--- config.mk ---
export PLATFORM = sky130hd
export DESIGN_NAME = tcw_front_flat
export DESIGN_NICKNAME = d
export VERILOG_FILES = /design/src/hdl/text_console_writer_defines.svh /design/src/hdl/tcw_pkg.sv /design/src/hdl/tcw_if.sv /design/src/hdl/tcw_front.sv /design/src/flat_wrapper.sv
export SDC_FILE = /design/constraint.sdc
export NUM_CORES = 1
export LEC_CHECK = 0
export ABC_CLOCK_PERIOD_IN_PS = 4500
export BUFFER_PORTS_ARGS = -buffer_cell sky130_fd_sc_hd__buf_2
export CORE_MARGIN = 4
export CORE_UTILIZATION = 38
export DETAILED_ROUTE_END_ITERATION = 8
export PLACE_DENSITY = 0.95
export SLEW_MARGIN = 20
export SYNTH_ARGS = -nofsm -noshare
export SYNTH_HDL_FRONTEND = slang
export SYNTH_SLANG_ARGS = --single-unit
--- constraint.sdc ---
create_clock -name vclk -period 4.5
set_clock_uncertainty 0.05 [all_clocks]
set_input_delay 0.9 -clock vclk [all_inputs]
set_output_delay 0.9 -clock vclk [all_outputs]
set_load 0.005 [all_outputs]
--- src/hdl/text_console_writer_defines.svh ---
// Assertion macros shared by the text console writer modules.
// No dependencies; included by the files that carry assertions.
`ifndef TEXT_CONSOLE_WRITER_DEFINES_SVH
`define TEXT_CONSOLE_WRITER_DEFINES_SVH

// Same-cycle implication, disabled while reset is asserted.
`define TCW_ASSERT_IMP(lbl, clk, rst_n, ante, cons, msg) \
    lbl: assert property (@(posedge clk) disable iff (!rst_n) (ante) |-> (cons)) \
        else $error(msg);

// Next-cycle implication, disabled while reset is asserted.
`define TCW_ASSERT_NXT(lbl, clk, rst_n, ante, cons, msg) \
    lbl: assert property (@(posedge clk) disable iff (!rst_n) (ante) |=> (cons)) \
        else $error(msg);

`endif

--- src/hdl/tcw_pkg.sv ---
// Shared constants, codes and types of the text console writer.
// No dependencies; used by every other file of the block but tcw_ram and the macros header.
package tcw_pkg;

    // Screen geometry.
    localparam int COLUMNS = 80;
    localparam int ROWS    = 25;
    localparam int TOTAL   = COLUMNS * ROWS;
    localparam int ADDR_W  = $clog2(TOTAL);
    localparam int CCOL_W  = $clog2(COLUMNS);
    localparam int CROW_W  = $clog2(ROWS);
    localparam int MARK_W  = $clog2(COLUMNS + 1);

    // Field widths of the request and response channels.
    localparam int OP_W   = 2;
    localparam int CHAR_W = 8;
    localparam int FCOL_W = 7;
    localparam int FROW_W = 5;
    localparam int CLR_W  = 4;
    localparam int ATTR_W = 2 * CLR_W;
    localparam int CELL_W = CHAR_W + ATTR_W;

    // Depth of the command queue between front and back.
    localparam int QUEUE_DEPTH = 2;

    // Operation codes.
    localparam logic [OP_W-1:0] OP_PUT   = 2'd0;
    localparam logic [OP_W-1:0] OP_READ  = 2'd1;
    localparam logic [OP_W-1:0] OP_CLEAR = 2'd2;
    localparam logic [OP_W-1:0] OP_NOP   = 2'd3;

    // Special characters.
    localparam logic [CHAR_W-1:0] CHAR_NEWLINE   = 8'd10;
    localparam logic [CHAR_W-1:0] CHAR_BACKSPACE = 8'd8;
    localparam logic [CHAR_W-1:0] CHAR_BLANK     = 8'd32;

    // Configuration register indexes and reset values.
    localparam int CFG_IDX_W = 1;
    localparam logic [CFG_IDX_W-1:0] REG_BACKGROUND = 1'b0;
    localparam logic [CFG_IDX_W-1:0] REG_FOREGROUND = 1'b1;
    localparam logic [CLR_W-1:0] BG_RESET = 4'd1;
    localparam logic [CLR_W-1:0] FG_RESET = 4'd14;

    // Classified command kinds.
    typedef enum logic [2:0] {
        K_CHAR,
        K_NEWLINE,
        K_BACKSPACE,
        K_READ,
        K_CLEAR,
        K_NOP
    } t_kind;

    // One classified request as it sits in the queue.
    typedef struct packed {
        t_kind             kind;
        logic [CHAR_W-1:0] char_code;
        logic              at_cursor;
        logic              typing;
        logic [CCOL_W-1:0] col;
        logic [CROW_W-1:0] row;
        logic [ADDR_W-1:0] addr;
    } t_cmd;

    // Handshake between a producer and the queue, or the queue and a consumer.
    typedef struct packed {
        logic valid;
        t_cmd cmd;
    } t_cmd_req;

endpackage

--- src/hdl/tcw_if.sv ---
// Request and response channel interfaces of the text console writer.
// Depends on tcw_pkg for the field widths.

// Request channel: one console operation.
interface tcw_req_if;
    logic                      valid;
    logic                      ready;
    logic [tcw_pkg::OP_W-1:0]   operation;
    logic [tcw_pkg::CHAR_W-1:0] char_code;
    logic                      at_cursor;
    logic [tcw_pkg::FCOL_W-1:0] column;
    logic [tcw_pkg::FROW_W-1:0] line;
    logic                      typing;

    modport source (output valid, operation, char_code, at_cursor, column, line, typing,
                    input ready);
    modport sink   (input valid, operation, char_code, at_cursor, column, line, typing,
                    output ready);
endinterface


--- src/hdl/tcw_front.sv ---
// Front end: accepts requests, classifies them and resolves explicit cell addresses.
// Depends on tcw_pkg and tcw_req_if; feeds tcw_queue.
module tcw_front (
    tcw_req_if.sink               i_req,
    input  logic                  i_queue_full,
    output tcw_pkg::t_cmd_req     o_push
);

    tcw_pkg::t_kind                kind;
    logic [tcw_pkg::CCOL_W-1:0]    col;
    logic [tcw_pkg::CROW_W-1:0]    row;

    // Classify the operation, splitting puts into newline, backspace and ordinary characters.
    always_comb begin
        kind = tcw_pkg::K_NOP;
        unique case (i_req.operation)
            tcw_pkg::OP_PUT: begin
                priority if (i_req.char_code == tcw_pkg::CHAR_NEWLINE) begin
                    kind = tcw_pkg::K_NEWLINE;
                end else if (i_req.char_code == tcw_pkg::CHAR_BACKSPACE) begin
                    kind = tcw_pkg::K_BACKSPACE;
                end else begin
                    kind = tcw_pkg::K_CHAR;
                end
            end
            tcw_pkg::OP_READ:  kind = tcw_pkg::K_READ;
            tcw_pkg::OP_CLEAR: kind = tcw_pkg::K_CLEAR;
            tcw_pkg::OP_NOP:   kind = tcw_pkg::K_NOP;
        endcase
    end

    // Clamp an explicit position to the screen.
    always_comb begin
        if (32'(i_req.column) >= tcw_pkg::COLUMNS) begin
            col = tcw_pkg::CCOL_W'(tcw_pkg::COLUMNS - 1);
        end else begin
            col = tcw_pkg::CCOL_W'(i_req.column);
        end
        if (32'(i_req.line) >= tcw_pkg::ROWS) begin
            row = tcw_pkg::CROW_W'(tcw_pkg::ROWS - 1);
        end else begin
            row = tcw_pkg::CROW_W'(i_req.line);
        end
    end

    // Build the queue entry; the cell index is row * COLUMNS + column.
    always_comb begin
        o_push.valid         = i_req.valid && !i_queue_full;
        o_push.cmd.kind      = kind;
        o_push.cmd.char_code = i_req.char_code;
        o_push.cmd.at_cursor = i_req.at_cursor;
        o_push.cmd.typing    = i_req.typing;
        o_push.cmd.col       = col;
        o_push.cmd.row       = row;
        o_push.cmd.addr      = tcw_pkg::ADDR_W'(32'(row) * tcw_pkg::COLUMNS + 32'(col));
    end

    assign i_req.ready = !i_queue_full;

endmodule

--- src/flat_wrapper.sv ---
// flat-port wrapper written by rule: the top's interface ports become plain ports
module tcw_front_flat 
  (i_queue_full, o_push, i_req_valid, i_req_operation, i_req_char_code, i_req_at_cursor, i_req_column, i_req_line, i_req_typing, i_req_ready);
  tcw_req_if i_req_i ();
  input  logic i_queue_full;
  output tcw_pkg::t_cmd_req o_push;
  input wire logic [$bits(i_req_i.valid)-1:0] i_req_valid;
  input wire logic [$bits(i_req_i.operation)-1:0] i_req_operation;
  input wire logic [$bits(i_req_i.char_code)-1:0] i_req_char_code;
  input wire logic [$bits(i_req_i.at_cursor)-1:0] i_req_at_cursor;
  input wire logic [$bits(i_req_i.column)-1:0] i_req_column;
  input wire logic [$bits(i_req_i.line)-1:0] i_req_line;
  input wire logic [$bits(i_req_i.typing)-1:0] i_req_typing;
  output wire logic [$bits(i_req_i.ready)-1:0] i_req_ready;
  assign i_req_i.valid = i_req_valid;
  assign i_req_i.operation = i_req_operation;
  assign i_req_i.char_code = i_req_char_code;
  assign i_req_i.at_cursor = i_req_at_cursor;
  assign i_req_i.column = i_req_column;
  assign i_req_i.line = i_req_line;
  assign i_req_i.typing = i_req_typing;
  assign i_req_ready = i_req_i.ready;
  tcw_front u_core (.i_req(i_req_i), .i_queue_full(i_queue_full), .o_push(o_push));
endmodule
==> metrics <==
status finished clean; Core Util, Final 55.46%; clock buffers 0; Row Count 13; Antenna Nets Post-Route 0; Setup Viol. Count Final 0; Achievable Freq 245.5 MHz; DP Wirelength 1419 um; syn avg cell area 7.186 um^2; largest net degree at the start of global routing 7; GRT overflow 0; met3 WL 146 um; WHS Endpoint o_push[23]; Top Ports 64; total nets after synthesis 109; Initial Util 40.36%; FILL cells 144; drt first pass iters 3; nets 153; DR vias 610; Leak Pwr 0.4607 nW; DRC violations left 0; Mapped Cells 74; Least-Margin Pin Slew 0.2619 ns; TNS Setup 0 ns; Setup Buffers After CTS 0; Setup crit end kind output pin; placed insts 131; Seq Cell Count 0; max-slew violations 0; Arrival @ worst endpoint 3.12 ns; Worst Setup Start Kind input pin; number of global-route vias before repair 534; GP Congestion 0.7808; initial antenna violation count 0; Storage cell area 0 um^2; Non-Filler Instances 131; Tcrit/Tclk final 90.51%; WP data required 3.55 ns; Post-Route WL 1512 um; die span in y 45.41 um; Via density 4.656; ANT cells 0; highest metal used met3; synthesized area 531.8 um^2; final hold vios 0; VDD IR max 0.00005928 V; cts hold-fix bufs 0; Max-Cap Viols 0; Hold WS 1.750 ns; CP Class in2out; Die X 45.41 um; crit-path max FO 6; met2 WL 793 um; layout cells sized above 1 52.59%; dpl ws 0.4169 ns; post-synthesis sequential area ratio 0%; # resized after CTS 0; Synth cell types 20; Worst Hold Path Cells 0; CP startpoint i_req_line[4]; hold_sp i_req_typing; cell area power density 126.1 mW/mm^2; final worst slack 0.4270 ns; Ys Warns 0; area grow syn2layout 37.41%; Final min period 4.073 ns; die area 0.002062 mm^2; Rel. slew slack 82.42%; I/O Buffers 60; Core Area 0.001318 mm^2; WL met1 572 um; Worst Hold Class in2out; first-pass GRT wire length 2214 um; drt initial violations 5; RSZ-0062 raised after global routing no; WL/cell 11.54 um; GRT Resource Usage Total 13.57%
metrics by stage:
stage                     cell area (um^2)  total power [mW]
after floorplan                      531.8           0.05786
after global placement               730.7           0.09049
after detailed placement             730.7           0.09316
after CTS                            730.7           0.09350
after global routing                 730.7            0.1035
final                                730.7           0.09212
cell usage in the layout, fill, tap and decap left out, drive strengths merged, types with 2 or more instances in the layout:
master,instances
a21o,2
a21oi,4
and2,2
and3,3
buf,60
fa,2
ha,7
inv,7
nand2,3
nand2b,5
nor2,5
nor2b,3
o21ai,2
xnor2,6
xor2,2
worst max-delay path, stage by stage:
cell and delay, ns:
buf_2 0.13, nand2_1 0.11, nand2_1 0.13, inv_1 0.09, ha_1 0.31, ha_1 0.23, fa_1 0.41, xor2_2 0.20
o2111ai_1 0.14, xnor2_1 0.22, xnor2_1 0.14, buf_2 0.13
layer usage:
metal | up-vias | GRT usage (%)
li1 | 306 | -
met1 | 272 | 15.00
met2 | 32 | 28.13
met3 | 0 | 1.581
met4 | 0 | 0
met5 | - | 0
where the power goes:
| part | switching [mW] | internal, mW |
|---|---|---|
| sequential | 0 | 0 |
| clock | 0 | 0 |
| combinational | 0.0440 | 0.0481 |
synth_stat cells:
cell	n	share of area (%)
a21o_1	2	2.8
a21oi_1	4	3.8
a31o_1	1	1.6
and2_1	2	2.4
and3_1	3	3.5
buf_4	14	20
clkbuf_1	4	2.8
fa_1	2	7.5
ha_1	7	16
inv_1	7	4.9
nand2_1	3	2.1
nand2b_1	5	5.9
nor2_1	5	3.5
nor2b_1	3	3.5
nor4_1	1	1.2
o2111ai_1	1	1.6
o21ai_1	2	1.9
xnor2_1	6	9.9
xor2_1	1	1.6
xor2_2	1	3.1
area by class of cell:
class	count	area, um^2	area share (%)
inverters	7	26.28	3.596
well taps	15	18.77	2.568
repair buffers	60	300.3	41.10
multi-input cells	49	385.4	52.74
how the worst max path moves through the flow:
stage,endpoint,slack [ns],cells after the start
after floorplan,o_push[10],0.81,10
after global placement,o_push[10],0.50,12
after detailed placement,o_push[10],0.42,12
after CTS,o_push[10],0.40,12
after global routing,o_push[10],0.26,12
final,o_push[10],0.43,12
logic make-up (layout without fill, tap and decap cells):
group           count (synthesis)  count (layout)  synth area share [%]
xor+xnor                        8               8                 14.59
buf+inv                        25              67                 27.53
fa+ha+maj                       9               9                 24.00
simple gates                   22              22                 22.12
compound gates                 10              10                 11.76
Note: power is estimated with default switching activity, not from simulation.
