$ cat config.mk
export PLATFORM = sky130hd
export DESIGN_NAME = tcw_queue
export DESIGN_NICKNAME = d
export VERILOG_FILES = /design/src/hdl/text_console_writer_defines.svh /design/src/hdl/tcw_pkg.sv /design/src/hdl/tcw_queue.sv
export SDC_FILE = /design/constraint.sdc
export NUM_CORES = 1
export LEC_CHECK = 0
export ABC_AREA = 1
export CAP_MARGIN = 25
export CORE_UTILIZATION = 45
export DETAILED_ROUTE_END_ITERATION = 10
export DONT_BUFFER_PORTS = 1
export GPL_TIMING_DRIVEN = 0
export PLACE_DENSITY = 0.68
export SLEW_MARGIN = 20
export SYNTH_ARGS = -nofsm -noshare
export SYNTH_HDL_FRONTEND = slang
export SYNTH_SLANG_ARGS = --single-unit
$ cat constraint.sdc
create_clock -name i_clk -period 4.9 [get_ports i_clk]
set_input_delay 0.49 -clock i_clk [delete_from_list [all_inputs] [get_ports i_clk]]
set_output_delay 0.49 -clock i_clk [all_outputs]
set_load 0.005 [all_outputs]
$ cat src/hdl/text_console_writer_defines.svh
// Assertion macros shared by the text console writer modules.
// No dependencies; included by the files that carry assertions.
`ifndef TEXT_CONSOLE_WRITER_DEFINES_SVH
`define TEXT_CONSOLE_WRITER_DEFINES_SVH

// Same-cycle implication, disabled while reset is asserted.
`define TCW_ASSERT_IMP(lbl, clk, rst_n, ante, cons, msg) \
    lbl: assert property (@(posedge clk) disable iff (!rst_n) (ante) |-> (cons)) \
        else $error(msg);

// Next-cycle implication, disabled while reset is asserted.
`define TCW_ASSERT_NXT(lbl, clk, rst_n, ante, cons, msg) \
    lbl: assert property (@(posedge clk) disable iff (!rst_n) (ante) |=> (cons)) \
        else $error(msg);

`endif

$ cat src/hdl/tcw_pkg.sv
// Shared constants, codes and types of the text console writer.
// No dependencies; used by every other file of the block but tcw_ram and the macros header.
package tcw_pkg;

    // Screen geometry.
    localparam int COLUMNS = 80;
    localparam int ROWS    = 25;
    localparam int TOTAL   = COLUMNS * ROWS;
    localparam int ADDR_W  = $clog2(TOTAL);
    localparam int CCOL_W  = $clog2(COLUMNS);
    localparam int CROW_W  = $clog2(ROWS);
    localparam int MARK_W  = $clog2(COLUMNS + 1);

    // Field widths of the request and response channels.
    localparam int OP_W   = 2;
    localparam int CHAR_W = 8;
    localparam int FCOL_W = 7;
    localparam int FROW_W = 5;
    localparam int CLR_W  = 4;
    localparam int ATTR_W = 2 * CLR_W;
    localparam int CELL_W = CHAR_W + ATTR_W;

    // Depth of the command queue between front and back.
    localparam int QUEUE_DEPTH = 2;

    // Operation codes.
    localparam logic [OP_W-1:0] OP_PUT   = 2'd0;
    localparam logic [OP_W-1:0] OP_READ  = 2'd1;
    localparam logic [OP_W-1:0] OP_CLEAR = 2'd2;
    localparam logic [OP_W-1:0] OP_NOP   = 2'd3;

    // Special characters.
    localparam logic [CHAR_W-1:0] CHAR_NEWLINE   = 8'd10;
    localparam logic [CHAR_W-1:0] CHAR_BACKSPACE = 8'd8;
    localparam logic [CHAR_W-1:0] CHAR_BLANK     = 8'd32;

    // Configuration register indexes and reset values.
    localparam int CFG_IDX_W = 1;
    localparam logic [CFG_IDX_W-1:0] REG_BACKGROUND = 1'b0;
    localparam logic [CFG_IDX_W-1:0] REG_FOREGROUND = 1'b1;
    localparam logic [CLR_W-1:0] BG_RESET = 4'd1;
    localparam logic [CLR_W-1:0] FG_RESET = 4'd14;

    // Classified command kinds.
    typedef enum logic [2:0] {
        K_CHAR,
        K_NEWLINE,
        K_BACKSPACE,
        K_READ,
        K_CLEAR,
        K_NOP
    } t_kind;

    // One classified request as it sits in the queue.
    typedef struct packed {
        t_kind             kind;
        logic [CHAR_W-1:0] char_code;
        logic              at_cursor;
        logic              typing;
        logic [CCOL_W-1:0] col;
        logic [CROW_W-1:0] row;
        logic [ADDR_W-1:0] addr;
    } t_cmd;

    // Handshake between a producer and the queue, or the queue and a consumer.
    typedef struct packed {
        logic valid;
        t_cmd cmd;
    } t_cmd_req;

endpackage

$ cat src/hdl/tcw_queue.sv
// Short command queue between the front end and the back end.
// Depends on tcw_pkg for the command type and the depth.
module tcw_queue (
    input  logic                  i_clk,
    input  logic                  i_rst_n,
    input  tcw_pkg::t_cmd_req     i_push,
    output logic                  o_full,
    output tcw_pkg::t_cmd_req     o_head,
    input  logic                  i_pop
);

    localparam int PTR_W = (tcw_pkg::QUEUE_DEPTH > 1) ? $clog2(tcw_pkg::QUEUE_DEPTH) : 1;
    localparam int CNT_W = $clog2(tcw_pkg::QUEUE_DEPTH + 1);

    tcw_pkg::t_cmd     r_slot [tcw_pkg::QUEUE_DEPTH];
    logic [PTR_W-1:0]  r_wr_ptr, n_wr_ptr;
    logic [PTR_W-1:0]  r_rd_ptr, n_rd_ptr;
    logic [CNT_W-1:0]  r_count,  n_count;
    logic              push, pop;

    assign o_full = (32'(r_count) == tcw_pkg::QUEUE_DEPTH);
    assign push   = i_push.valid && !o_full;
    assign pop    = i_pop && (r_count != '0);

    // Pointer and fill-level update.
    always_comb begin
        n_wr_ptr = r_wr_ptr;
        n_rd_ptr = r_rd_ptr;
        n_count  = r_count;
        if (push) begin
            n_wr_ptr = (32'(r_wr_ptr) == tcw_pkg::QUEUE_DEPTH - 1) ? '0 : r_wr_ptr + PTR_W'(1);
        end
        if (pop) begin
            n_rd_ptr = (32'(r_rd_ptr) == tcw_pkg::QUEUE_DEPTH - 1) ? '0 : r_rd_ptr + PTR_W'(1);
        end
        if (push && !pop) begin
            n_count = r_count + CNT_W'(1);
        end else if (pop && !push) begin
            n_count = r_count - CNT_W'(1);
        end
    end

    always_ff @(posedge i_clk) begin
        if (!i_rst_n) begin
            r_wr_ptr <= '0;
            r_rd_ptr <= '0;
            r_count  <= '0;
        end else begin
            r_wr_ptr <= n_wr_ptr;
            r_rd_ptr <= n_rd_ptr;
            r_count  <= n_count;
        end
    end

    // Entry storage.
    always_ff @(posedge i_clk) begin
        if (push) begin
            r_slot[r_wr_ptr] <= i_push.cmd;
        end
    end

    assign o_head.valid = (r_count != '0);
    assign o_head.cmd   = r_slot[r_rd_ptr];

endmodule

==> flow_summary.toml, run 1 <==
[timing]
setup_violations = 0
hold_viol_final = 0
setup_tns_ns = 0
period_share_pct = 36.7
fmax_mhz = 556
skew_ns = 0.00766
rsz0062_at_grt = "false"
max_slew_margin_pct = 55.3
tightest_slew_ns = 0.669
finalWorstSetupSlack_ns = 3.10
slew_viol_final = 0
whs_ns = 0.245
fin_crit_ns = 1.80

[die]
dieWidth_um = 83.6
core_area_mm2 = 0.00639
num_io_pins = 78
rows = 29
die_h_um = 83.6
start_util_pct = 46.9
die_area_mm2 = 0.00699

[cts]
cts_made_buffers = 9
post_cts_buffers = 0
clkSinkCount = 77
cts_hold_buf = 0
cts_tree = "yes"
clk_latency_ns = 0.33
cts-root-buf = "clkbuf_8"
clock_path_buffers = 2
h-tree-depth = 3
cts.reportedPaths.clkPinSlew_ns = 0.08
cts_resized = 0

[drt]
viasPerCell = 5.19
ant_nets = 0
drtPass1Iterations = 4
via_count = 1267
initialDrtViolationCount = 50
wl_mm = 4.41
wl_per_cell_um = 18.1
remaining_drc_errors = 0

[pwr]
power_density_mw_per_mm2 = 497
p_total_uw = 1650
p_leak_uw = 0.00118
peakVddDrop_v = 0.000305

[worst_setup_path]
crit_path_start_kind = "flip-flop"
cp.required_ns = 4.41
crit_type = "flip-flop to primary output"
crit_fanout = 10
cp_data_arrival_time_ns = 1.31
r2r_setup_slack_ns = 3.23
cp-end-kind = "primary output"

[layout]
area_delta_synth_final_pct = 10.6
final_cell_mix = "edfxtp_1 (72), mux2_4 (30), clkbuf_8 (9)"
finalNetCount = 203
fill_cells = 505
drive_gt1_share_pct = 35.9
final_common_cell = "edfxtp_1"
antennaDiodeCount = 0

[run]
drv_cap = 0

[synth]
syn_nets = 190
synth_area_mm2 = 0.00300
synth-seq-cells = 77
yosysSeqAreaShare_pct = 75.5
syn_avg_cell_area_um2 = 20.1
netlist_instances = 149
ys.warnings.count = 0
ys_types = 16

[placement]
gp_congestion = 0.663
place_ws_ns = 3.18
port_buffers = 0
place_hpwl_mm = 3.03

[global_route]
grt_pass1_vias = 1365
grt_max_degree = 23
overflow = 0
antenna_found_initial = 0
grt_usage_pct = 13.3
grt_pass1_wl_mm = 6.78

[worst_hold_path]
hp-class = "primary input to flip-flop"

[status]
status = "finished clean"
==> worst max-delay path, stage by stage, from the launching register on <==
cell	delay, ns
dfxtp_1	0.32
buf_6	0.17
buf_12	0.16
mux2_4	0.32
==> sequential cells by signal, indices dropped and copies added, names as in the netlist, named ones only <==
register  count
r_slot       72
r_count       2
r_rd_ptr      1
r_wr_ptr      1
==> cell families after synthesis <==
group	count (synthesis)	synth area share, %
flip-flops	77	75.5
multiplexers	36	17.3
AO/OA/AOI/OAI	5	1.04
adder cells (fa/ha/maj)	1	0.417
AND/OR/NAND/NOR	18	2.38
buffers and inverters	12	3.38
==> layer usage <==
layer | GRT usage (%) | up-vias | part of all wire (%)
met4 | 8.32 | 0 | 2.3
met5 | 0 | - | 0
li1 | - | 586 | -
met3 | 5.93 | 10 | 8.2
met1 | 13.6 | 619 | 38
met2 | 22.0 | 52 | 51
==> cell usage after synthesis, drive strengths merged <==
library cell / number / area (um^2)
buf: 4 / 71.3
nand3: 1 / 5.00
ha: 1 / 12.5
mux2: 36 / 518
a21oi: 1 / 5.00
nand4: 1 / 6.26
nor2: 9 / 33.8
edfxtp: 72 / 2160
nand2: 7 / 26.3
o21a: 1 / 7.51
dfxtp: 5 / 100
o21ai: 3 / 18.8
inv: 8 / 30.0
==> where the power goes <==
| group | internal [uW] | switching [uW] | leakage, uW |
|---|---|---|---|
| sequential | 832 | 30.6 | 0.000713 |
| combinational | 196 | 192 | 0.000379 |
| clock | 180 | 217 | 0.0000866 |
==> through the flow <==
| step | util (%) | std cells | cell area (um^2) |
|---|---|---|---|
| finish | 51.9 | 244 | 3310 |
| global route | 51.9 | 244 | 3310 |
| CTS | 51.9 | 244 | 3310 |
| detailed placement | 49.3 | 228 | 3150 |
| global placement | 48.4 | 226 | 3090 |
| floorplan | - | 149 | 3000 |
==> worst paths after layout <==
kind,cells after the start,start,to
max,3,flip-flop,o_head[24]
max reg2reg,4,r_count[1]$_SDFFE_PN0P_,r_slot[0][12]$_DFFE_PP_
min reg2reg,2,r_rd_ptr$_SDFFE_PN0P_,r_rd_ptr$_SDFFE_PN0P_
min,0,i_push[24],r_slot[0][24]$_DFFE_PP_
==> area by class of cell <==
| cell class | count | area (um^2) | area share, % |
|---|---|---|---|
| Buffer | 4 | 71.3 | 2.15 |
| Clock buffer | 9 | 124 | 3.74 |
| Clock inverter | 7 | 40.0 | 1.21 |
| Inverter | 8 | 30.0 | 0.906 |
| Multi-Input combinational cell | 60 | 648 | 19.6 |
| Sequential cell | 77 | 2260 | 68.3 |
| Tap cell | 77 | 96.3 | 2.91 |
| Timing Repair Buffer | 2 | 42.5 | 1.28 |
Note: power is estimated with default switching activity, not from simulation.
==> run 2, diff against run 1 <==
--- a/config.mk
+++ b/config.mk
@@ -11,7 +11,7 @@
 export DETAILED_ROUTE_END_ITERATION = 10
 export DONT_BUFFER_PORTS = 1
 export GPL_TIMING_DRIVEN = 0
-export PLACE_DENSITY = 0.68
+export PLACE_DENSITY = 0.7
 export SLEW_MARGIN = 20
 export SYNTH_ARGS = -nofsm -noshare
 export SYNTH_HDL_FRONTEND = slang
==> constraint.sdc (replaced) <==
create_clock -name i_clk -period 1.5 [get_ports i_clk]
set_input_delay 0.15 -clock i_clk [delete_from_list [all_inputs] [get_ports i_clk]]
set_output_delay 0.15 -clock i_clk [all_outputs]
set_load 0.005 [all_outputs]
==> run 2 against run 1 <==
  * Non-clock buffer count increased by 42
  * Flip-flop and latch count unchanged
  * Clock power rose to 3.2 times the previous value
  * Critical path depth stayed put
  * Register-to-register slack got worse by 3.1 ns
  * Clock skew down 0.0014 ns
  * Highest routed layer unchanged
  * Via count rose by 16%
  * Core utilization rose by 8.0 points
  * Count of clock-buffer cells in the layout rose by 5
  * Largest cell class unchanged
  * Routed wire length rose by 16%
  * Hold slack got worse by 0.11 ns
  * Sequential share of layout area fell by 8.9 points
==> flow_summary.toml, run 2 (same netlist as run 1, synthesis figures left out) <==
[status]
status = "finished clean"

[worst_hold_path]
min_from = "i_push[36]"
hp-class = "primary input to flip-flop"

[timing]
setup_tns_ns = 0
fmax_mhz = 690
skew_ns = 0.00626
max_slew_margin_pct = 83.1
period_share_pct = 96.7
setup_violations = 0
slew_viol_final = 0
fin_crit_ns = 1.45
hold_viol_final = 0
tightest_slew_ns = 0.252

[pwr]
p_total_uw = 5750
peakVddDrop_v = 0.000909
p_leak_uw = 0.00138
power_density_mw_per_mm2 = 1500

[cts]
clock_path_buffers = 2
cts-root-buf = "clkbuf_8"
cts_tree = "yes"
cts.reportedPaths.clkPinSlew_ns = 0.06
cts_made_buffers = 9
clkSinkCount = 77
clk_latency_ns = 0.33
h-tree-depth = 3

[drt]
wl_mm = 5.12
met3_length_um = 420
dr_wl_met2_mm = 2.82
wl_met1_mm = 1.81
wl_per_cell_um = 17.9
ant_nets = 0
remaining_drc_errors = 0
drtPass1Iterations = 4
highest_layer = "met4"
viasPerCell = 5.12
via_count = 1465
initialDrtViolationCount = 68

[die]
die_h_um = 83.6
die_area_mm2 = 0.00699
rows = 29
dieWidth_um = 83.6
num_io_pins = 78
core_area_mm2 = 0.00639
start_util_pct = 46.9

[layout]
fill_cells = 457
drive_gt1_share_pct = 34.0
antennaDiodeCount = 0
final_common_cell = "edfxtp_1"
area_delta_synth_final_pct = 27.6
final_cell_mix = "edfxtp_1 (72), dlygate4sd3_1 (37), mux2_4 (30)"
top_register = "r_slot"
finalNetCount = 245
largest_register_ffs = 72
top_regs = "r_slot x72, r_count x2"

[worst_setup_path]
r2r_setup_slack_ns = 0.11
crit_top_cell = "buf_12"
path_cells = "buf_12, buf_12, mux2_4"
cp-end-kind = "primary output"
cp.required_ns = 1.35
worst-path-buf-inv = 2
critPathTopFamily = "flip-flops"
crit_path_start_kind = "flip-flop"
crit_path_max_incr_delay_ns = 0.37
crit_type = "flip-flop to primary output"
r2r_start = "r_count[1]$_SDFFE_PN0P_"
r2r_end = "r_count[1]$_SDFFE_PN0P_"
crit_fanout = 10
cp.depth = 3
cp_slowest_cell = "dfxtp_4"
cp_data_arrival_time_ns = 1.30
reg2regPathDepth = 9
worstSetupEndpoint = "o_head[4]"

[global_route]
antenna_found_initial = 0
grt_max_degree = 25
grt_pass1_vias = 1580
grt_usage_pct = 15.5
overflow = 0
grt_pass1_wl_mm = 8.00

[run]
drv_cap = 0

[placement]
port_buffers = 0
place_hpwl_mm = 3.29
gp_congestion = 0.782
run 2: worst register-to-register path: stages, from the launching register on:
cell     delay (ns)
dfxtp_2        0.35
inv_2          0.06
o21ai_4        0.23
inv_2          0.10
ha_4           0.29
inv_2          0.05
nand3_2        0.07
nand2_1        0.05
inv_1          0.06
nor2_1         0.04
run 2: where the power goes:
group / internal (uW) / switching (uW) / total, uW / leakage [uW]
Sequential: 2730 / 117 / 2840 / 0.000714
Clock: 643 / 627 / 1270 / 0.0000844
Combinational: 884 / 749 / 1630 / 0.000583
run 2: repair_timing:
item	4_1_cts	5_1_grt
hold buffers	37	0
pin swaps	1	4
cloned	0	2
endpoints found under the hold margin	77	0
setup buffers	0	3
endpoints found under the setup margin	50	80
gates resized for setup	4	9
run 2: layout make-up:
cell class | count | area [um^2] | area share (%)
clock inverter | 2 | 10.0 | 0.262
clock buffer | 14 | 153 | 3.99
multi-input combinational | 60 | 676 | 17.7
buffer | 4 | 80.1 | 2.09
tap | 77 | 96.3 | 2.52
sequential | 77 | 2270 | 59.3
inverter | 8 | 30.0 | 0.785
timing repair buffer | 44 | 510 | 13.4
run 2: worst min-delay path by stage:
| stage | endpoint | slack, ns | depth (start not counted) |
|---|---|---|---|
| after global routing | r_wr_ptr$_SDFFE_PN0N_ | 0.15 | 3 |
| after floorplan | r_slot[0][0]$_DFFE_PP_ | 0.25 | 0 |
| after detailed placement | r_slot[1][8]$_DFFE_PP_ | 0.25 | 0 |
| final | r_wr_ptr$_SDFFE_PN0N_ | 0.14 | 3 |
| after CTS | r_wr_ptr$_SDFFE_PN0N_ | 0.11 | 3 |
| after global placement | r_slot[0][1]$_DFFE_PP_ | 0.25 | 0 |
run 2: routing by layer:
metal / GRT usage, % / vias to the layer above
met5: 0 / -
met4: 7.86 / 0
met3: 6.13 / 6
met2: 27.6 / 60
met1: 15.6 / 728
li1: - / 671
run 2: through the flow:
stage          instance area, um^2  worst slack (ns)  std cells  utilization [%]  hold slack, ns
2_1_floorplan                 3000            -0.346        149                -           0.249
3_5_place_dp                  3160            -0.133        228             49.5           0.249
4_1_cts                       3720           0.00544        281             58.2           0.110
3_3_place_gp                  3100            -0.745        226             48.5           0.249
5_1_grt                       3820         -0.000825        286             59.9           0.147
6_report                      3820            0.0502        286             59.9           0.136
